===== config.mk =====
export PLATFORM = sky130hd
export DESIGN_NAME = ism_merge
export DESIGN_NICKNAME = d
export VERILOG_FILES = /design/src/design/ism_pkg.sv /design/src/design/ism_merge.sv
export SDC_FILE = /design/constraint.sdc
export NUM_CORES = 1
export LEC_CHECK = 0
export ABC_AREA = 1
export BUFFER_PORTS_ARGS = -buffer_cell sky130_fd_sc_hd__buf_2
export CORE_MARGIN = 10
export CORE_UTILIZATION = 42
export DETAILED_ROUTE_END_ITERATION = 10
export PLACE_DENSITY = 0.72
export SLEW_MARGIN = 10
export SYNTH_ARGS = -nofsm -noshare
export SYNTH_HDL_FRONTEND = slang
export SYNTH_SLANG_ARGS = --single-unit

===== constraint.sdc =====
create_clock -name clk -period 9.7 [get_ports clk]
set_input_delay 0.97 -clock clk [delete_from_list [all_inputs] [get_ports clk]]
set_output_delay 0.97 -clock clk [all_outputs]
set_load 0.02 [all_outputs]

===== src/design/ism_pkg.sv =====
// shared types for the interval sort and merge block
package ism_pkg;

    // one range as it arrives
    typedef struct packed {
        logic [31:0] range_base;
        logic [31:0] range_size;
        logic        final_range;
    } ism_in_t;

    // one merged range as it leaves
    typedef struct packed {
        logic [31:0] merged_base;
        logic [32:0] merged_size;
        logic        final_merged;
        logic        overflowed;
    } ism_out_t;

    // contents of one chain cell
    typedef struct packed {
        logic        valid;
        logic [31:0] base;
        logic [32:0] end_addr;
    } ism_entry_t;

    // control broadcast to every cell
    typedef struct packed {
        logic        insert;
        logic        pop;
        logic [31:0] base;
        logic [32:0] end_addr;
    } ism_ctrl_t;

    // top level phases
    typedef enum logic [1:0] {
        ST_LOAD  = 2'b01,
        ST_DRAIN = 2'b10
    } ism_state_t;

endpackage


===== src/design/ism_merge.sv =====
// merge unit: walks the chain head and emits merged ranges
module ism_merge (
    input  logic                clk,
    input  logic                rst_n,
    input  logic                active,
    input  logic                overflow,
    input  ism_pkg::ism_entry_t head,
    output logic                pop,
    output logic                done,
    input  logic                merged_stall,
    output logic                merged_valid,
    output ism_pkg::ism_out_t   merged_item
);
    import ism_pkg::*;

    logic        cur_valid_reg;
    logic [31:0] cur_base_reg;
    logic [32:0] cur_end_reg;
    logic        out_valid_reg;
    ism_out_t    out_item_reg;

    logic        out_free;
    logic        joins;
    logic        take_head;
    logic        emit;
    logic [32:0] cur_size;

    assign out_free = !out_valid_reg || !merged_stall;
    assign joins    = {1'b0, head.base} <= cur_end_reg;
    assign cur_size = cur_end_reg - {1'b0, cur_base_reg};

    // step decisions
    always_comb
    begin
        pop       = 1'b0;
        take_head = 1'b0;
        emit      = 1'b0;
        done      = 1'b0;
        if (active)
        begin
            if (head.valid)
            begin
                if (!cur_valid_reg)
                begin
                    pop       = 1'b1;
                    take_head = 1'b1;
                end
                else if (joins)
                begin
                    pop = 1'b1;
                end
                else if (out_free)
                begin
                    pop       = 1'b1;
                    take_head = 1'b1;
                    emit      = 1'b1;
                end
            end
            else if (cur_valid_reg && out_free)
            begin
                emit = 1'b1;
                done = 1'b1;
            end
        end
    end

    // running merged range
    always_ff @(posedge clk or negedge rst_n)
    begin
        if (!rst_n)
        begin
            cur_valid_reg <= 1'b0;
        end
        else if (take_head)
        begin
            cur_valid_reg <= 1'b1;
        end
        else if (done)
        begin
            cur_valid_reg <= 1'b0;
        end
    end

    always_ff @(posedge clk)
    begin
        if (take_head)
        begin
            cur_base_reg <= head.base;
            cur_end_reg  <= head.end_addr;
        end
        else if (pop && (head.end_addr > cur_end_reg))
        begin
            cur_end_reg <= head.end_addr;
        end
    end

    // output register
    always_ff @(posedge clk or negedge rst_n)
    begin
        if (!rst_n)
        begin
            out_valid_reg <= 1'b0;
        end
        else if (emit)
        begin
            out_valid_reg <= 1'b1;
        end
        else if (!merged_stall)
        begin
            out_valid_reg <= 1'b0;
        end
    end

    always_ff @(posedge clk)
    begin
        if (emit)
        begin
            out_item_reg <= '{merged_base: cur_base_reg, merged_size: cur_size,
                              final_merged: done, overflowed: overflow};
        end
    end

    assign merged_valid = out_valid_reg;
    assign merged_item  = out_item_reg;

endmodule


=== After elaboration in Yosys (flattened, before gate mapping) ===
Index checks and enable logic that the tools add are counted.

* Input bits: 71
* Logic and storage cells: 40
* Output and inout bits: 70
* Register bits after elaboration: 134

* Muxes and demuxes: 21
* Order comparisons: 2
* Reduce and logical (&&, ||, !) cells: 7
* Equal/unequal tests: 1
* Add/sub/neg operators: 1

{| class="wikitable"
|+ Operator list
! kind !! number
|-
| $mux W33 || 2
|-
| $gt A33 B33 Y1 || 1
|-
| $le A32 B33 Y1 || 1
|-
| $sub A33 B32 Y33 || 1
|-
| $mux W1 || 19
|-
| $reduce_bool A2 Y1 || 2
|-
| $logic_and A1 B1 Y1 || 2
|-
| $logic_not A1 Y1 || 2
|-
| $ne A2 B1 Y1 const B || 1
|-
| $logic_or A1 B1 Y1 || 1
|}

=== Logic depth before layout (Yosys ltp) ===
Gate-level depths: netlist of run 1.

* Depth in word-level cells: 10
* Depth in mapped cells: 16
* Depth with buffers taken out: 16

=== Worst setup path before layout of run 1 ===
No wires, ideal clock.

* Path kind: input -> register
* Start point: in head[57] in the netlist's numbering
* End point: reg out_item_reg (netlist bit merged_item[0]) (enable)
* Buffers on the path: 0
* Data required time: 9.273 ns
* Stages on the path: 9
* Library setup time: 0.427 ns
* Slack: 5.880 ns
* Arrival time: 3.394 ns
* Cells stage by stage: ha_1 -> nand2_1 -> nor2_1 -> nand4_1 -> nor2_2 -> nand3b_1 -> nand3_2 -> nand3_1 -> nand2_1

* Word-level cells in the longest chain between the ends: 5

{| class="wikitable"
|+ Ends and longest elaborated chain
! item !! line !! source
|-
| start: declaration || ism_merge.sv:7 || <nowiki>input ism_pkg::ism_entry_t head,</nowiki>
|-
| $le A32 B33 Y1 || ism_merge.sv:29 || <nowiki>assign joins = {1'b0, head.base} <= cur_end_reg;</nowiki>
|-
| $mux W1 || ism_merge.sv:48 || <nowiki>else if (joins)</nowiki>
|-
| $mux W1 || ism_merge.sv:43 || <nowiki>if (!cur_valid_reg)</nowiki>
|-
| $mux W1 || ism_merge.sv:41 || <nowiki>if (head.valid)</nowiki>
|-
| $mux W1 || ism_merge.sv:39 || <nowiki>if (active)</nowiki>
|-
| named net emit || ism_merge.sv:25 || <nowiki>logic emit;</nowiki>
|-
| end signal: assignment || ism_merge.sv:118 || <nowiki>out_item_reg <= '{merged_base: cur_base_reg, merged_size: cur_size,</nowiki>
|-
| end: declaration || ism_merge.sv:20 || <nowiki>ism_out_t out_item_reg;</nowiki>
|}

The timed path passes the listed nets, and every way through them passes these cells.
A chain may end at the register's enable or synchronous reset.

=== Worst setup path in the final report of run 1 ===
* Start point: in head[63] in the netlist's numbering
* End point: out pop

* Word-level cells in the longest chain between the ends: 5

{| class="wikitable"
|+ Ends and longest elaborated chain
! item !! line !! source
|-
| $le A32 B33 Y1 || ism_merge.sv:29 ||
|-
| $mux W1 || ism_merge.sv:48 ||
|-
| $mux W1 || ism_merge.sv:43 ||
|-
| $mux W1 || ism_merge.sv:41 ||
|-
| $mux W1 || ism_merge.sv:39 ||
|-
| end: declaration || ism_merge.sv:8 || <nowiki>output logic pop,</nowiki>
|}

No other way between the ends.

==> summary.txt, run 1 <==
Job
  – Max cap viols: 0

Die
  – DIE AREA: 24,700 µm²
  – Core Area: 18,600 µm²
  – Initial core utilization: 42.4%
  – Height of the die: 157 µm
  – Row Count: 50
  – Die Wd: 157 µm
  – I/O Pins: 141

Cells and area
  – Final Util: 50.9%
  – Finished Layout Cells: 1,217
  – Final nets: 1,138
  – Finished layout cell area: 9460 µm²
  – Max reg flops: 67
  – P&R area growth vs syn: 19.9%
  – Share of layout cells above drive strength 1: 19.1%

STA
  – Fin crit period: 3.66 ns
  – Fin. Hold Viols: 0
  – Achievable Freq: 273 MHz
  – # setup viols final: 0
  – Total negative setup slack: 0 ns
  – Worst-Margin Slew: 0.908 ns
  – Final Cycle Share: 37.7%
  – Slew Limit Headroom: 39.5%
  – Clk_skew: 0.00874 ns
  – RSZ-0062 raised after global routing: no
  – Final slew viol count: 0

Yosys
  – Dominant cells by area after synthesis: edfxtp_1 (50%), ha_1 (15%), nand2_1 (7.9%)
  – XOR/XNOR Fraction of Synth Area: 3.11%
  – Mapped Area: 7890 µm²
  – Register area share after synthesis: 50.9%
  – Synth unique cells: 32
  – Mapped Nets: 976
  – Post-synthesis adder-cell area fraction: 15.6%
  – Largest family of logic cells by synthesized area: adder cells
  – Synthesized flop and latch total: 134
  – Async S/R FF share, synth: 1.49%
  – Most area-hungry cell type in the Yosys netlist: edfxtp_1
  – Mux contribution to synthesized area: 0%
  – Syn. warnings: 0
  – EDFF count, synth: 132
  – Simple-Gate Fraction of Synth Area: 14.6%
  – Compound-Gate Fraction of Synth Area: 8.76%
  – Main synth FF type: edfxtp_1
  – Mapped Cells: 807
  – Avg Cell Area, Syn: 9.77 µm²
  – Synth top area share: 50.3%

Drt
  – Vias per cell: 4.95
  – Drt total wl: 20,200 µm
  – DRT Pass-1 Iters: 5
  – Final ANT Viol Nets: 0
  – Per-cell routed wire length: 16.6 µm
  – Drt initial violations: 344
  – DRC errors left: 0
  – Vias post-DR: 6,026

Global routing
  – Global-route wire length before repair: 31,500 µm
  – Number of global-route vias before repair: 6,224
  – Initial antenna violation count: 4
  – GRT Total Usage: 16.6%
  – Largest net degree at the start of global routing: 68
  – Overflow after GRT: 0

Clock network
  – Post-cts resize count: 0
  – Max Root-Sink Buffers: 2
  – Clk sinks: 134
  – Clk Tree Root Cell: clkbuf_16
  – CTS tree: yes
  – Clock-pin slew on the worst setup and hold paths: 0.06 ns
  – Latest clock arrival within the worst-skew pair: 0.43 ns
  – Post-CTS Setup Bufs: 0
  – CTS Buf Count: 17
  – Hold-fix buffers, CTS: 0
  – Clock H-tree levels: 4

Placement
  – Post-DP HPWL: 16,500 µm
  – GPL Wtd Cong: 0.903
  – Placed cell areas: 8900 µm²
  – Port bufs: 140
  – Placed Instances: 1,184

Power and ir drop
  – Maximum vdd drop: 0.137 mV
  – Leakage power: 0.00446 µW
  – PD cells: 212 nW/µm²
  – Overall Power: 2010 µW

Worst setup path
  – Req. time, crit path: 8.73 ns
  – R2r setup slk: 6.77 ns
  – Startpoint Class: input pin
  – Crit path max fanout: 4
  – CP endpoint kind: output pin
  – Data arrival, critical path: 2.69 ns
  – Critical path class: input pin to output pin

Worst hold path
  – Hold/Removal Path Class: input pin to asynchronous set/reset pin

Outcome
  – Outcome: completed
==> path summary, 6_finish.rpt <==
kind,to,start,depth (start not counted)
worst max-delay path,pop,head[63],10
worst min-delay path,merged_valid$_DFFE_PN0P_,rst_n,1
worst max register to register,cur_base_reg[29]$_DFFE_PP_,cur_end_reg[30]$_DFFE_PP_,13
worst min register to register,merged_item[65]$_DFFE_PP_,cur_base_reg[30]$_DFFE_PP_,0
max in group asynchronous,cur_valid_reg$_DFFE_PN0P_,rst_n,1
min in group clk,merged_item[65]$_DFFE_PP_,cur_base_reg[30]$_DFFE_PP_,0
==> placed cells by master (no fill, tap or decap), drive strengths merged, types with 16 or more instances in the layout <==
cell / netlist / routed
nor2: 63 / 63
edfxtp: 132 / 132
clkbuf: 0 / 19
xor2: 23 / 23
inv: 147 / 147
o21ai: 36 / 36
ha: 97 / 97
a21oi: 66 / 66
buf: 0 / 143
nand4: 16 / 16
nand2: 168 / 168
nand3: 23 / 23
==> metal layers <==
layer / up-vias / GRT usage, % / share of wire [%]
li1: 3055 / - / -
met1: 2744 / 20.6 / 46
met2: 187 / 26.6 / 46
met3: 38 / 4.94 / 6.1
met4: 2 / 6.59 / 2.6
met5: - / 0 / 0.060
==> synth_stat cells, types with 6 or more instances <==
cell and n:
nand2_1 167, inv_1 146, edfxtp_1 132, ha_1 97
a21oi_1 64, nor2_1 61, o21ai_0 29, xor2_1 23
nand3_1 22, nand4_1 16, o21ai_2 6
==> through the flow <==
stage	hold slack (ns)	setup WS (ns)
2_1_floorplan	0.426	5.88
3_3_place_gp	0.427	6.10
3_5_place_dp	0.432	6.08
4_1_cts	0.302	6.07
5_1_grt	0.307	5.91
6_report	0.314	6.04
==> area by class of cell <==
cell class | instances | area (µm²)
diodes | 3 | 7.51
flip-flops and latches | 134 | 4010
inverters | 147 | 552
clock buffers | 19 | 433
well taps | 234 | 293
fillers | 1708 | 9120
clock inverters | 11 | 111
multi-input cells | 526 | 3320
repair buffers | 143 | 723
==> critical path, stage by stage <==
cell and delay [ns]:
buf_2 0.11, ha_1 0.30, a21oi_1 0.16, nor2_1 0.06, a21oi_1 0.17, nand2_1 0.11
nor2_1 0.26, nand3_2 0.16, a31oi_1 0.18, buf_2 0.20
==> power by group <==
group / switching, µW / leakage (µW) / internal, µW
clock network: 235 / 0.000263 / 371
registers: 34.4 / 0.00125 / 769
logic: 403 / 0.00295 / 195
total: 673 / 0.00446 / 1330
==> cells by family after synthesis <==
family,count (synthesis)
and+or+nand+nor,279
adders and majority gates,98
DFF,134
AOI/OAI and AO/OA,121
buffers and inverters,147
xor gates and xnor gates,28
Note: power is estimated with default switching activity, not from simulation.
==> run 2, diff against run 1 <==
--- a/config.mk
+++ b/config.mk
@@ -10,7 +10,7 @@
 export CORE_MARGIN = 10
 export CORE_UTILIZATION = 42
 export DETAILED_ROUTE_END_ITERATION = 10
-export PLACE_DENSITY = 0.72
+export PLACE_DENSITY = 0.74
 export SLEW_MARGIN = 10
 export SYNTH_ARGS = -nofsm -noshare
 export SYNTH_HDL_FRONTEND = slang
==> constraint.sdc (replaced) <==
create_clock -name clk -period 3.33 [get_ports clk]
set_input_delay 0.333 -clock clk [delete_from_list [all_inputs] [get_ports clk]]
set_output_delay 0.333 -clock clk [all_outputs]
set_load 0.02 [all_outputs]
==> summary.txt, run 2 (same netlist as run 1, synthesis figures left out) <==
Drt
  – Drt total wl: 20,500 µm (+1.7%)
  – Final ANT Viol Nets: 0 (unchanged)
  – Vias per cell: 5.03 (+1.6%)
  – Per-cell routed wire length: 16.8 µm (+1.2%)
  – Drt initial violations: 506 (+47%)
  – DRT Pass-1 Iters: 5 (unchanged)
  – Vias post-DR: 6,155 (+2.1%)
  – DRC errors left: 0 (unchanged)

Placement
  – Port bufs: 140 (unchanged)
  – GPL Wtd Cong: 0.914 (+1.2%)
  – Post-DP HPWL: 16,800 µm (+1.9%)
  – Placed cell areas: 8940 µm² (+0.39%)
  – Placed Instances: 1,187 (+0.25%)

Cells and area
  – Max reg flops: 67 (unchanged)
  – Final nets: 1,142 (+0.35%)
  – Finished layout cell area: 9620 µm² (+1.7%)
  – P&R area growth vs syn: 21.9%
  – Finished Layout Cells: 1,223 (+0.49%)
  – Share of layout cells above drive strength 1: 19.7% (+0.59 points)
  – Most frequent cells in the layout: nand2_1 (166), inv_1 (146), buf_2 (140)
  – Most common cell after layout, fill and taps aside: nand2_1
  – Final Util: 51.8% (+0.86 points)

Clock network
  – CTS Buf Count: 17 (unchanged)
  – Clk Tree Root Cell: clkbuf_16
  – Post-cts resize count: 0 (unchanged)
  – Max Root-Sink Buffers: 2 (unchanged)
  – Clock-pin slew on the worst setup and hold paths: 0.06 ns (about the same)
  – Post-CTS Setup Bufs: 0 (unchanged)
  – CTS tree: yes
  – Latest clock arrival within the worst-skew pair: 0.43 ns (about the same)
  – Hold-fix buffers, CTS: 1 (+1)
  – Clock H-tree levels: 4 (unchanged)
  – Clk sinks: 134 (unchanged)

STA
  – Slew Limit Headroom: 68.0% (+29 points)
  – # setup viols final: 0 (unchanged)
  – Hold Slack: 0.0850 ns (-0.229 ns)
  – Total negative setup slack: 0 ns (unchanged)
  – Achievable Freq: 360 MHz
  – Final Cycle Share: 83.5%
  – Clk_skew: 0.0100 ns (+0.00130 ns)
  – Fin crit period: 2.78 ns
  – Worst-Margin Slew: 0.476 ns (-0.432 ns)
  – Fin. Hold Viols: 0 (unchanged)
  – Final slew viol count: 0 (unchanged)
  – RSZ-0062 raised after global routing: no

Power and ir drop
  – PD cells: 645 nW/µm² (+200%)
  – Maximum vdd drop: 0.387 mV (+180%)
  – Leakage power: 0.00453 µW (+1.7%)

Die
  – I/O Pins: 141 (unchanged)
  – DIE AREA: 24,700 µm² (unchanged)
  – Row Count: 50 (unchanged)
  – Die Wd: 157 µm (unchanged)
  – Height of the die: 157 µm (unchanged)
  – Initial core utilization: 42.4% (unchanged)
  – Core Area: 18,600 µm² (unchanged)

Global routing
  – Overflow after GRT: 0 (unchanged)
  – Number of global-route vias before repair: 6,280 (+0.90%)
  – Global-route wire length before repair: 31,800 µm (+0.94%)
  – Initial antenna violation count: 5 (+1)
  – GRT Total Usage: 16.7% (+0.13 points)
  – Largest net degree at the start of global routing: 41 (-40%)

Worst setup path
  – Crit-path max cell delay: 0.39 ns (+0.09 ns)
  – CP cell instances: inv_1, ha_1, a21oi_1, nor2_1, a21oi_1, nand2_1, nor2_1, nand3_2, a31oi_1, buf_2
  – Critical path class: flop to output pin
  – Startpoint Class: flop
  – CP endpoint kind: output pin
  – Crit path max fanout: 4 (unchanged)
  – Req. time, crit path: 3.00 ns (-5.73 ns)
  – Data arrival, critical path: 2.45 ns (-0.24 ns)
  – Worst r2r path cells: 12 (-1)
  – CP max-delay cell: edfxtp_1

Outcome
  – Outcome: completed

Worst hold path
  – Hold/Removal Path Class: input pin to flop
  – Cells on Worst Hold Path: 1

Job
  – Max cap viols: 0 (unchanged)
==> run 2: metrics by stage <==
step,setup WS [ns],power [µW]
finish,0.548,6200
global route,0.418,6530
CTS,0.542,6240
detailed placement,0.553,4130
global placement,0.611,4090
floorplan,0.0992,3540
==> run 2: area by class of cell <==
| cell class | instances | area, µm² |
|---|---|---|
| diodes | 3 | 7.51 |
| fillers | 1658 | 8960 |
| multi-input cells | 526 | 3320 |
| flip-flops and latches | 134 | 4010 |
| repair buffers | 147 | 768 |
| inverters | 147 | 552 |
| clock buffers | 18 | 429 |
| well taps | 234 | 293 |
| clock inverters | 14 | 230 |
==> run 2: layer usage <==
metal | wire length [µm] | GRT usage, %
met5 | 17 | 0
met4 | 402 | 7.52
met3 | 1440 | 4.42
met2 | 9890 | 27.6
met1 | 8760 | 20.2
==> run 2: report_power, final <==
group	internal [µW]	total [µW]	leakage (µW)	switching, µW
logic	587	1760	0.00297	1180
registers	2240	2340	0.00125	107
clock network	1400	2100	0.000314	702
total	4220	6200	0.00453	1980
==> run 2: final timing paths <==
check	start	to	slack (ns)
hold / removal	overflow	merged_item[0]$_DFFE_PP_	0.08
setup / recovery	cur_end_reg[30]$_DFFE_PP_	pop	0.55
setup reg to reg	cur_end_reg[30]$_DFFE_PP_	cur_end_reg[29]$_DFFE_PP_	0.61
max in group asynchronous	rst_n	merged_valid$_DFFE_PN0P_	3.03
min in group asynchronous	rst_n	cur_valid_reg$_DFFE_PN0P_	0.20
hold reg to reg	cur_base_reg[27]$_DFFE_PP_	merged_item[62]$_DFFE_PP_	0.45
==> run 2: critical path, delay by kind of cell (launching register included) <==
kind	cells	cell delay, ns
fa+ha+maj	1	0.24
simple gates	4	0.52
flops	1	0.39
buf+inv	2	0.30
compound gates	3	0.56
