**config.mk**
```make
export PLATFORM = sky130hd
export DESIGN_NAME = ism_cell
export DESIGN_NICKNAME = d
export VERILOG_FILES = /design/src/design/ism_pkg.sv /design/src/design/ism_cell.sv
export SDC_FILE = /design/constraint.sdc
export NUM_CORES = 1
export LEC_CHECK = 0
export BUFFER_PORTS_ARGS = -buffer_cell sky130_fd_sc_hd__buf_2
export CAP_MARGIN = 40
export CORE_MARGIN = 3
export CORE_UTILIZATION = 40
export DETAILED_ROUTE_END_ITERATION = 12
export HOLD_SLACK_MARGIN = 0.02
export PLACE_DENSITY = 0.75
export SYNTH_ARGS = -nofsm -noshare
export SYNTH_HDL_FRONTEND = slang
export SYNTH_SLANG_ARGS = --single-unit
```
**constraint.sdc**
```tcl
create_clock -name clk -period 10.5 [get_ports clk]
set_input_delay 2.1 -clock clk [delete_from_list [all_inputs] [get_ports clk]]
set_output_delay 2.1 -clock clk [all_outputs]
set_load 0.005 [all_outputs]
```
**src/design/ism_pkg.sv**
```systemverilog
// shared types for the interval sort and merge block
package ism_pkg;

    // one range as it arrives
    typedef struct packed {
        logic [31:0] range_base;
        logic [31:0] range_size;
        logic        final_range;
    } ism_in_t;

    // one merged range as it leaves
    typedef struct packed {
        logic [31:0] merged_base;
        logic [32:0] merged_size;
        logic        final_merged;
        logic        overflowed;
    } ism_out_t;

    // contents of one chain cell
    typedef struct packed {
        logic        valid;
        logic [31:0] base;
        logic [32:0] end_addr;
    } ism_entry_t;

    // control broadcast to every cell
    typedef struct packed {
        logic        insert;
        logic        pop;
        logic [31:0] base;
        logic [32:0] end_addr;
    } ism_ctrl_t;

    // top level phases
    typedef enum logic [1:0] {
        ST_LOAD  = 2'b01,
        ST_DRAIN = 2'b10
    } ism_state_t;

endpackage

```
**src/design/ism_cell.sv**
```systemverilog
// one cell of the sorted insertion chain
module ism_cell (
    input  logic                clk,
    input  logic                rst_n,
    input  ism_pkg::ism_ctrl_t  ctrl,
    input  ism_pkg::ism_entry_t left_entry,
    input  logic                left_place,
    input  ism_pkg::ism_entry_t right_entry,
    output ism_pkg::ism_entry_t entry,
    output logic                place
);
    import ism_pkg::*;

    logic        valid_reg;
    logic [31:0] base_reg;
    logic [32:0] end_reg;

    assign entry = '{valid: valid_reg, base: base_reg, end_addr: end_reg};

    // new range lands here or before: empty cell or larger stored base
    assign place = !valid_reg || (base_reg > ctrl.base);

    // valid bit: shift right on insert, shift left on pop
    always_ff @(posedge clk or negedge rst_n)
    begin
        if (!rst_n)
        begin
            valid_reg <= 1'b0;
        end
        else if (ctrl.insert && place)
        begin
            valid_reg <= left_place ? left_entry.valid : 1'b1;
        end
        else if (ctrl.pop)
        begin
            valid_reg <= right_entry.valid;
        end
    end

    // payload follows the same moves
    always_ff @(posedge clk)
    begin
        if (ctrl.insert && place)
        begin
            if (left_place)
            begin
                base_reg <= left_entry.base;
                end_reg  <= left_entry.end_addr;
            end
            else
            begin
                base_reg <= ctrl.base;
                end_reg  <= ctrl.end_addr;
            end
        end
        else if (ctrl.pop)
        begin
            base_reg <= right_entry.base;
            end_reg  <= right_entry.end_addr;
        end
    end

endmodule

```
# Word-level counts from Yosys, hierarchy flattened
# Index checks and enable logic that the tools add are counted.
# op_classes
order_cmp	1
muxes	9
n_reduce_logical	4
# ops
operator	n
$mux 33	3
$mux 32	3
$gt 32x32->1	1
$mux 1	3
$reduce_bool 2->1	1
$logic_and 1x1->1	1
$logic_not 1->1	1
$logic_or 1x1->1	1
# word_totals
regBits	66
input_bits	202

# Longest topological paths before layout
# Gate-level depths: netlist of run 1.
# logic_depth
depth_word	4
ltp_mapped	10

# Worst setup path before layout of run 1
# No wires, ideal clock.
# synth_path
path_kind	input to register
from	in ctrl[63] (netlist name)
to	reg base_reg[0], enable pin
setup_time_ns	0.427
arrival_time_ns	5.183
required_time_ns	10.073
setup_slack_ns	4.891
path_stages	9
path_buffers	2
path_cell_list	inv_1 ha_1 nand4_1 nor4_2 o31ai_1 a31oi_2 buf_6 buf_6 or2_1
# synth_between
elab_chain_cells	4
# synth_rtl
item	line_no	source
start: declaration	ism_cell.sv:5	input ism_pkg::ism_ctrl_t ctrl,
$gt 32x32->1	ism_cell.sv:21	assign place = !valid_reg || (base_reg > ctrl.base);
$logic_or 1x1->1	ism_cell.sv:21	
$logic_and 1x1->1	ism_cell.sv:43	if (ctrl.insert && place)
$reduce_bool 2->1 (no line)	--	
end signal: assignment	ism_cell.sv:47	base_reg <= left_entry.base;
end signal: assignment	ism_cell.sv:52	base_reg <= ctrl.base;
end signal: assignment	ism_cell.sv:58	base_reg <= right_entry.base;
end: declaration	ism_cell.sv:15	logic [31:0] base_reg;
# No other way between the ends.
# A chain may end at the register's enable or synchronous reset.

# Worst setup path after layout of run 1
# layout_path
from	in ctrl[60] (netlist name)
to	out place
# layout_between
elab_chain_cells	2
# layout_rtl
item	line_no	source
$gt 32x32->1	ism_cell.sv:21	
$logic_or 1x1->1	ism_cell.sv:21	
end: declaration	ism_cell.sv:10	output logic place
# No other way between the ends.

==> reports/qor.txt, run 1 <==
CTS resizes: 0
Core ar.: 0.0109 mm2
Fin Setup TNS: 0 ns
Cts-stage hold buffer count: 0
I/O pin count: 269
VDD IR max: 0.0686 mV
Die Wd: 112 um
Crit path buffers/inverters: 3
Clk Latency, worst-skew pair: 0.32 ns
Setup Buffers After CTS: 0
Initial antenna violation count: 1
Asr flop ratio synth: 1.52%
Die area: 0.0126 mm2
CP arrival: 3.93 ns
Critical Path, Cell by Cell: buf_2, inv_1, ha_1, a21oi_1, o21ai_1, a221o_1, a221oi_2, a32o_1, nand2_1, buf_2
Clk pin slew, worst setup/hold paths: 0.05 ns
Number of global-route vias before repair: 4237
Fin. Hold Viols: 0
Slowest cell delay on critical path: 0.36 ns
Fmax: 0.166 GHz
Syn Area/Cell: 12.0 um2
Worst Hold Launch: valid_reg
#FFs+latches synth: 66
Delay-heaviest family, CP: compound AO/OA/AOI/OAI gates
Post-layout min period: 6.03 ns
Clock Path Buffers: 2
Critical path fanouts, max: 3
Post-route clock period utilization: 57.4%
Hold Crit Class: reg2reg
Final ANT Viol Nets: 0
Synthesized area: 0.00453 mm2
CP dominant cell by count: buf_2
Crit path max-delay cell type: a221oi_2
All-Layer GR Usage: 19.6%
P&R area growth vs syn: 40.1%
Root buffer cell: clkbuf_16
EDFF count, synth: 65
Synth cell types: 35
Max-cap viol count: 0
Final Max Tran Viols: 0
CTS buffer count: 9
Setup violators final: 0
Post-Syn Instances: 377
Slew HR: 42.1%
Tot Pwr: 981 uW
Hold path cells: 2
Largest register FFs: 33
DR iter-0 viols: 127
Grt total ovfl: 0
R2R depth: 9
Status: complete, no violations
# port buffers: 268
Crit. End Element: output port
Net count after synthesis: 611
Slew @ Worst Pin: 0.869 ns
Worst setup path category: in2out
RSZ-0062 raised after global routing: no
Layout Nets: 876
Core Rows: 38
DR vias: 3898
Starting density of the core: 41.4%
Share of cells above drive strength 1: 60.4%
Yosys warns: 0
Worst path depth: 10
GP Congestion: 0.913
DR WL/cell: 15.8 um
Skew final: 0.00829 ns
Reg-to-reg startpoint: base_reg[30]
Pre-Repair DR Iteration Count: 4
Drt drc: 0
CP required: 8.40 ns
Crit path launch type: input pin
Clock sinks: 66
Fillers: 950
Final wirelength: 12400 um
Placed wire-length estimate: 9920 um
Synth Flop Type: edfxtp_1
Worst R2R End: base_reg[3]
H-tree depth: 3
Die H: 112 um
Largest net degree at the start of global routing: 66
Via density: 4.95
Static Leakage: 3.11 nW
Power per cell area: 155 mW/mm2
Seq/Total Area, Yosys: 43.6%
Internal reg-to-reg setup slack: 6.65 ns
CTS tree: yes
Hold Path Sink: valid_reg
First-pass GRT wire length: 20000 um
synth_stat cells, types with 5 or more instances:
library cell | count | area share (%)
a21oi_1 | 14 | 1.5
buf_6 | 5 | 1.2
clkbuf_1 | 11 | 0.91
edfxtp_1 | 65 | 43
ha_1 | 32 | 8.8
inv_1 | 34 | 2.8
mux2_2 | 60 | 15
mux2_4 | 39 | 13
nand2_1 | 41 | 3.4
nand4_1 | 7 | 0.97
nor2_1 | 6 | 0.50
o21ai_0 | 34 | 3.8
report_power, final:
part           switching [mW]  internal, mW  leakage, nW
clock network           0.109         0.231        0.166
logic                   0.124         0.150         2.28
registers              0.0198         0.347        0.664
final cells by class:
class	count	area [um2]	area share, %
diodes	1	2.50	0.0394
multi-input cells	258	2320	36.5
flip-flops and latches	66	1980	31.2
clock buffers	10	229	3.61
repair buffers	273	1410	22.2
inverters	34	128	2.01
clock inverters	6	105	1.66
well taps	140	175	2.76
how the worst max path moves through the flow:
| stage | endpoint | from | slack, ns |
|---|---|---|---|
| final | place | ctrl[60] | 4.47 |
| after global routing | place | ctrl[60] | 4.30 |
| after CTS | place | ctrl[63] | 4.47 |
| after detailed placement | place | ctrl[60] | 4.47 |
| after global placement | place | ctrl[60] | 4.49 |
| after floorplan | base_reg[0] | ctrl[63] | 4.89 |
cell families after synthesis:
| kind of cell | share of synthesized area (%) |
|---|---|
| adder cells (fa/ha/maj) | 8.84 |
| buffers and inverters | 5.36 |
| AO/OA/AOI/OAI | 7.90 |
| AND/OR/NAND/NOR | 6.41 |
| flip-flops | 43.6 |
| multiplexers | 27.8 |
routing by layer:
metal  GRT usage, %  up-vias  wire length, um
li1               -     1915                -
met1           22.7     1792             4800
met2           34.6      168             6510
met3           4.64       23              850
met4           8.49        0              266
met5              0        -                0
cell usage in the layout (no fill, tap or decap), types with 9 or more instances in the layout:
| cell type | count |
|---|---|
| a21oi_1 | 14 |
| buf_2 | 268 |
| clkbuf_16 | 9 |
| edfxtp_1 | 65 |
| ha_1 | 32 |
| inv_1 | 34 |
| mux2_2 | 60 |
| mux2_4 | 39 |
| nand2_1 | 41 |
| o21ai_0 | 34 |
worst min-delay path, delay by kind of cell (launching register included):
kind               cells  cell delay (ns)
DFF                    1             0.45
AOI/OAI and AO/OA      2             0.26
stage by stage:
step                      instance area, um2  setup slack (ns)  std cells  hold WS, ns  util (%)
final                                   6350              4.47        788        0.762      58.0
after CTS                               6340              4.47        787        0.757      58.0
after global placement                  5960              4.49        769        0.715      54.5
after floorplan                         4530              4.89        377        0.650         -
after detailed placement                6010              4.47        771        0.750      55.0
after global routing                    6350              4.30        788        0.807      58.0
Power figures use the tool's default switching activity.
==> run 2: changes to the inputs <==
--- a/config.mk
+++ b/config.mk
@@ -11,7 +11,7 @@
 export CORE_UTILIZATION = 40
 export DETAILED_ROUTE_END_ITERATION = 12
 export HOLD_SLACK_MARGIN = 0.02
-export PLACE_DENSITY = 0.75
+export PLACE_DENSITY = 0.78
 export SYNTH_ARGS = -nofsm -noshare
 export SYNTH_HDL_FRONTEND = slang
 export SYNTH_SLANG_ARGS = --single-unit
==> constraint.sdc (replaced) <==
create_clock -name clk -period 5.4 [get_ports clk]
set_input_delay 1.08 -clock clk [delete_from_list [all_inputs] [get_ports clk]]
set_output_delay 1.08 -clock clk [all_outputs]
set_load 0.005 [all_outputs]
==> reports/qor.txt, run 2 (synthesized netlist as in run 1, its figures left out) <==
Status: complete, no violations
Initial antenna violation count: 0 (-1)
Grt total ovfl: 0 (unchanged)
CTS tree: yes
Starting density of the core: 41.4% (unchanged)
VDD IR max: 0.140 mV (+100%)
Crit path buffers/inverters: 4 (+1)
Number of global-route vias before repair: 4187 (-1.2%)
Root buffer cell: clkbuf_16
Fin Setup TNS: 0 ns (unchanged)
Clk Latency, worst-skew pair: 0.32 ns (about the same)
Die Wd: 112 um (unchanged)
First-pass GRT wire length: 19500 um (-2.4%)
Skew final: 0.00573 ns (-0.00256 ns)
DR WL/cell: 16.0 um (+1.4%)
Reg-to-reg startpoint: base_reg[30]
Final wirelength: 12600 um (+1.1%)
Fmax: 0.243 GHz
Cts-stage hold buffer count: 0 (unchanged)
Fillers: 921 (-3.1%)
Crit path max-delay cell type: a221oi_2
# port buffers: 268 (unchanged)
Most common cell after layout, fill and taps aside: buf_2
Largest net degree at the start of global routing: 66 (unchanged)
All-Layer GR Usage: 19.2% (-0.46 points)
CTS resizes: 0 (unchanged)
Antenna Diode Count: 0 (-1)
Clock sinks: 66 (unchanged)
DR vias: 3967 (+1.8%)
Clock Path Buffers: 2 (unchanged)
Highest-count cells in the layout ignoring fill and taps: buf_2 (268), edfxtp_1 (65), mux2_2 (60)
CTS buffer count: 9 (unchanged)
Critical path fanouts, max: 4 (+1)
H-tree depth: 3 (unchanged)
Max-cap viol count: 0 (unchanged)
Slew @ Worst Pin: 0.743 ns (-0.126 ns)
Setup violators final: 0 (unchanged)
I/O pin count: 269 (unchanged)
Fin. Hold Viols: 0 (unchanged)
Crit path launch type: input pin
Placed wire-length estimate: 10100 um (+1.6%)
Post-layout min period: 4.11 ns
RSZ-0062 raised after global routing: no
Setup crit start: ctrl[63]
Hold Crit Class: in2async
Die area: 0.0126 mm2 (unchanged)
Share of cells above drive strength 1: 59.9% (-0.53 points)
P&R area growth vs syn: 38.4%
Internal reg-to-reg setup slack: 2.06 ns (-4.59 ns)
Pre-Repair DR Iteration Count: 4 (unchanged)
Final ANT Viol Nets: 0 (unchanged)
Setup Buffers After CTS: 0 (unchanged)
CP required: 4.32 ns (-4.08 ns)
DR iter-0 viols: 120 (-5.5%)
Final Max Tran Viols: 0 (unchanged)
Static Leakage: 3.06 nW (-1.5%)
Die H: 112 um (unchanged)
Slowest cell delay on critical path: 0.41 ns (+0.05 ns)
Drt drc: 0 (unchanged)
CP arrival: 3.03 ns (-0.90 ns)
Largest register FFs: 33 (unchanged)
Core ar.: 0.0109 mm2 (unchanged)
Clk pin slew, worst setup/hold paths: 0.05 ns (about the same)
Core Rows: 38 (unchanged)
Power per cell area: 288 mW/mm2 (+86%)
Post-route clock period utilization: 76.1%
Delay-heaviest family, CP: compound AO/OA/AOI/OAI gates
Crit. End Element: output port
Layout Nets: 875 (-0.11%)
Slew HR: 50.4% (+8.4 points)
GP Congestion: 0.897 (-1.7%)
Via density: 5.05 (+2.0%)
Worst setup path category: in2out
Minimum hold slack: 0.526 ns (-0.235 ns)
Critical Path, Cell by Cell: buf_2, inv_1, ha_1, nand4_1, inv_1, a221o_1, a221oi_2, a32o_1, nand2_1, buf_2
[run 2: changes by cell type in the layout (fill, tap and decap cells not counted)]
cell	previous run	this run
buf_16	1	0
bufinv_16	3	1
clkbuf_1	1	0
clkinv_1	0	4
clkinv_2	3	0
clkinvlp_4	0	2
diode_2	1	0
[run 2: layout make-up]
cell class | instances | area [um2] | share of cell area (%)
clock inverter | 7 | 60.1 | 0.958
clock buffer | 9 | 225 | 3.59
multi-input combinational | 258 | 2320 | 37.0
inverter | 34 | 128 | 2.04
tap | 140 | 175 | 2.79
timing repair buffer | 272 | 1380 | 22.1
sequential | 66 | 1980 | 31.5
[run 2: path summary, 6_finish.rpt]
| kind | to | cells after the start |
|---|---|---|
| min reg2reg | valid_reg | 2 |
| max reg2reg | base_reg[2] | 8 |
| min | valid_reg | 1 |
| max in group asynchronous | valid_reg | 1 |
| min in group clk | valid_reg | 2 |
| max | place | 10 |
[run 2: metal layers]
metal  up-vias  track usage (%)  share of wire [%]  wire [um]
met5         -                0                  0          0
met4         0             7.69                2.2        276
met3        25             5.23                8.7       1100
met2       183             34.8                 52       6560
met1      1847             21.1                 37       4640
li1       1912                -                  -          -
[run 2: where the power goes]
part           internal [mW]  switching [mW]  total (mW)
registers              0.675          0.0376       0.712
logic                  0.289           0.247       0.536
clock network          0.351           0.207       0.558
[run 2: per-stage QoR]
step | total power, mW | instances | setup slack [ns] | utilization (%) | cell area (um2)
after floorplan | 1.04 | 377 | 0.811 | - | 4530
after global placement | 1.24 | 770 | 1.36 | 54.7 | 5980
after detailed placement | 1.26 | 770 | 1.31 | 54.7 | 5980
after CTS | 1.83 | 786 | 1.31 | 57.3 | 6270
after global routing | 1.90 | 786 | 1.16 | 57.3 | 6270
final | 1.81 | 786 | 1.29 | 57.3 | 6270
==> run 3: changes to the inputs <==
--- a/config.mk
+++ b/config.mk
@@ -11,7 +11,7 @@
 export CORE_UTILIZATION = 40
 export DETAILED_ROUTE_END_ITERATION = 12
 export HOLD_SLACK_MARGIN = 0.02
-export PLACE_DENSITY = 0.78
+export PLACE_DENSITY = 0.75
 export SYNTH_ARGS = -nofsm -noshare
 export SYNTH_HDL_FRONTEND = slang
 export SYNTH_SLANG_ARGS = --single-unit
==> constraint.sdc (replaced) <==
create_clock -name clk -period 4.15 [get_ports clk]
set_input_delay 0.83 -clock clk [delete_from_list [all_inputs] [get_ports clk]]
set_output_delay 0.83 -clock clk [all_outputs]
set_load 0.005 [all_outputs]
==> reports/qor.txt, run 3 (synthesized netlist as in run 1, its figures left out) <==
Slew HR: 45.8% (-4.6 points)
Util after Layout: 57.7% (+0.41 points)
Placed wire-length estimate: 10000 um (-0.34%)
Fmax: 0.285 GHz
Initial antenna violation count: 0 (unchanged)
Reg-to-reg startpoint: base_reg[14]
Most common cell after layout, fill and taps aside: buf_2
Skew final: 0.00533 ns (-0.000398 ns)
Slew @ Worst Pin: 0.813 ns (+0.0696 ns)
Crit. End Element: output port
Grt total ovfl: 0 (unchanged)
Critical path fanouts, max: 3 (-1)
Root buffer cell: clkbuf_16
P&R area growth vs syn: 39.4%
CP required: 3.32 ns (-1.00 ns)
Share of cells above drive strength 1: 60.3% (+0.37 points)
Setup Buffers After CTS: 0 (unchanged)
Number of global-route vias before repair: 4188 (+0.024%)
RSZ-0062 raised after global routing: no
VDD IR max: 0.176 mV (+26%)
Clk pin slew, worst setup/hold paths: 0.05 ns (about the same)
Core ar.: 0.0109 mm2 (unchanged)
Worst setup path category: in2out
Final wirelength: 12600 um (+0.26%)
DR WL/cell: 16.0 um (+0.14%)
Tot Pwr: 2.41 mW (+34%)
R2R depth: 8 (unchanged)
Largest register FFs: 33 (unchanged)
DR vias: 3915 (-1.3%)
Final Max Tran Viols: 0 (unchanged)
Setup crit start: ctrl[60]
DR iter-0 viols: 140 (+17%)
Highest-count cells in the layout ignoring fill and taps: buf_2 (268), edfxtp_1 (65), mux2_2 (60)
Die area: 0.0126 mm2 (unchanged)
# port buffers: 268 (unchanged)
CTS tree: yes
Layout Nets: 876 (+0.11%)
GP Congestion: 0.917 (+2.2%)
Core Rows: 38 (unchanged)
Clock Path Buffers: 2 (unchanged)
CTS buffer count: 9 (unchanged)
Sequential cell area: 0.00198 mm2 (unchanged)
Area of the multi-input gates: 0.00232 mm2 (unchanged)
H-tree depth: 3 (unchanged)
Setup ws final: 0.639 ns (-0.654 ns)
Drt drc: 0 (unchanged)
CTS resizes: 0 (unchanged)
CP arrival: 2.68 ns (-0.35 ns)
Pre-CTS setup slack: 0.642 ns (-0.667 ns)
Pre-Repair DR Iteration Count: 4 (unchanged)
Minimum hold slack: 0.275 ns (-0.251 ns)
All-Layer GR Usage: 19.8% (+0.65 points)
Power per cell area: 382 mW/mm2 (+33%)
Antenna Diode Count: 0 (unchanged)
Die H: 112 um (unchanged)
Cts-stage hold buffer count: 0 (unchanged)
Hold Crit Class: in2async
Final ANT Viol Nets: 0 (unchanged)
Starting density of the core: 41.4% (unchanged)
Setup violators final: 0 (unchanged)
Via density: 4.97 (-1.4%)
Fillers: 927 (+0.65%)
Fin Setup TNS: 0 ns (unchanged)
Post-route clock period utilization: 84.6%
Clk Latency, worst-skew pair: 0.32 ns (about the same)
Largest net degree at the start of global routing: 58 (-12%)
Die Wd: 112 um (unchanged)
Internal reg-to-reg setup slack: 1.19 ns (-0.87 ns)
Status: complete, no violations
Post-layout min period: 3.51 ns
Fin. Hold Viols: 0 (unchanged)
Clock sinks: 66 (unchanged)
First-pass GRT wire length: 20100 um (+2.8%)
Crit path launch type: input pin
Worst R2R End: end_reg[0]
Max-cap viol count: 0 (unchanged)
I/O pin count: 269 (unchanged)
Static Leakage: 3.09 nW (+0.85%)
==> run 3: changes by cell type in the layout (fill, tap and decap cells not counted) <==
cell,previous run,this run
clkinv_1,4,1
clkinv_2,0,2
buf_12,1,2
bufinv_16,1,2
clkbuf_1,0,1
clkinvlp_4,2,1
==> run 3: per-stage QoR <==
| stage | cell area (um2) | instances |
|---|---|---|
| after global routing | 6310 | 787 |
| after detailed placement | 6000 | 771 |
| final | 6310 | 787 |
| after global placement | 6000 | 771 |
| after floorplan | 4530 | 377 |
| after CTS | 6310 | 787 |
==> run 3: how the worst max path moves through the flow <==
stage | slack, ns | cells after the start | end
after floorplan | 0.46 | 9 | base_reg[0]
after global placement | 0.64 | 9 | end_reg[0]
after detailed placement | 0.64 | 9 | end_reg[22]
after CTS | 0.64 | 10 | place
after global routing | 0.46 | 10 | place
final | 0.64 | 10 | place
==> run 3: area by class of cell <==
class                           instances  share of cell area, %
Clock inverter                          6                   1.29
Tap cell                              140                   2.78
Clock buffer                           10                   3.63
Multi-Input combinational cell        258                   36.7
Sequential cell                        66                   31.3
Inverter                               34                   2.02
Timing Repair Buffer                  273                   22.2
==> run 3: layer usage <==
metal | global-route usage [%] | routed length, um | up-vias
met5 | 0 | 0 | -
met4 | 6.57 | 190 | 0
met3 | 4.58 | 971 | 16
met2 | 36.0 | 6670 | 180
met1 | 22.9 | 4770 | 1810
li1 | - | - | 1909
==> run 3: critical path: stages <==
cell      delay (ns)
buf_2           0.08
inv_1           0.05
ha_1            0.32
a21oi_1         0.16
o21ai_1         0.08
a221o_1         0.36
a221oi_2        0.37
a32o_1          0.24
nand2_1         0.07
buf_2           0.13
==> run 3: power by group <==
group | leakage (nW) | switching (mW) | total, mW | internal, mW
Clock | 0.150 | 0.272 | 0.793 | 0.522
Sequential | 0.664 | 0.0489 | 0.927 | 0.878
Combinational | 2.28 | 0.315 | 0.694 | 0.379
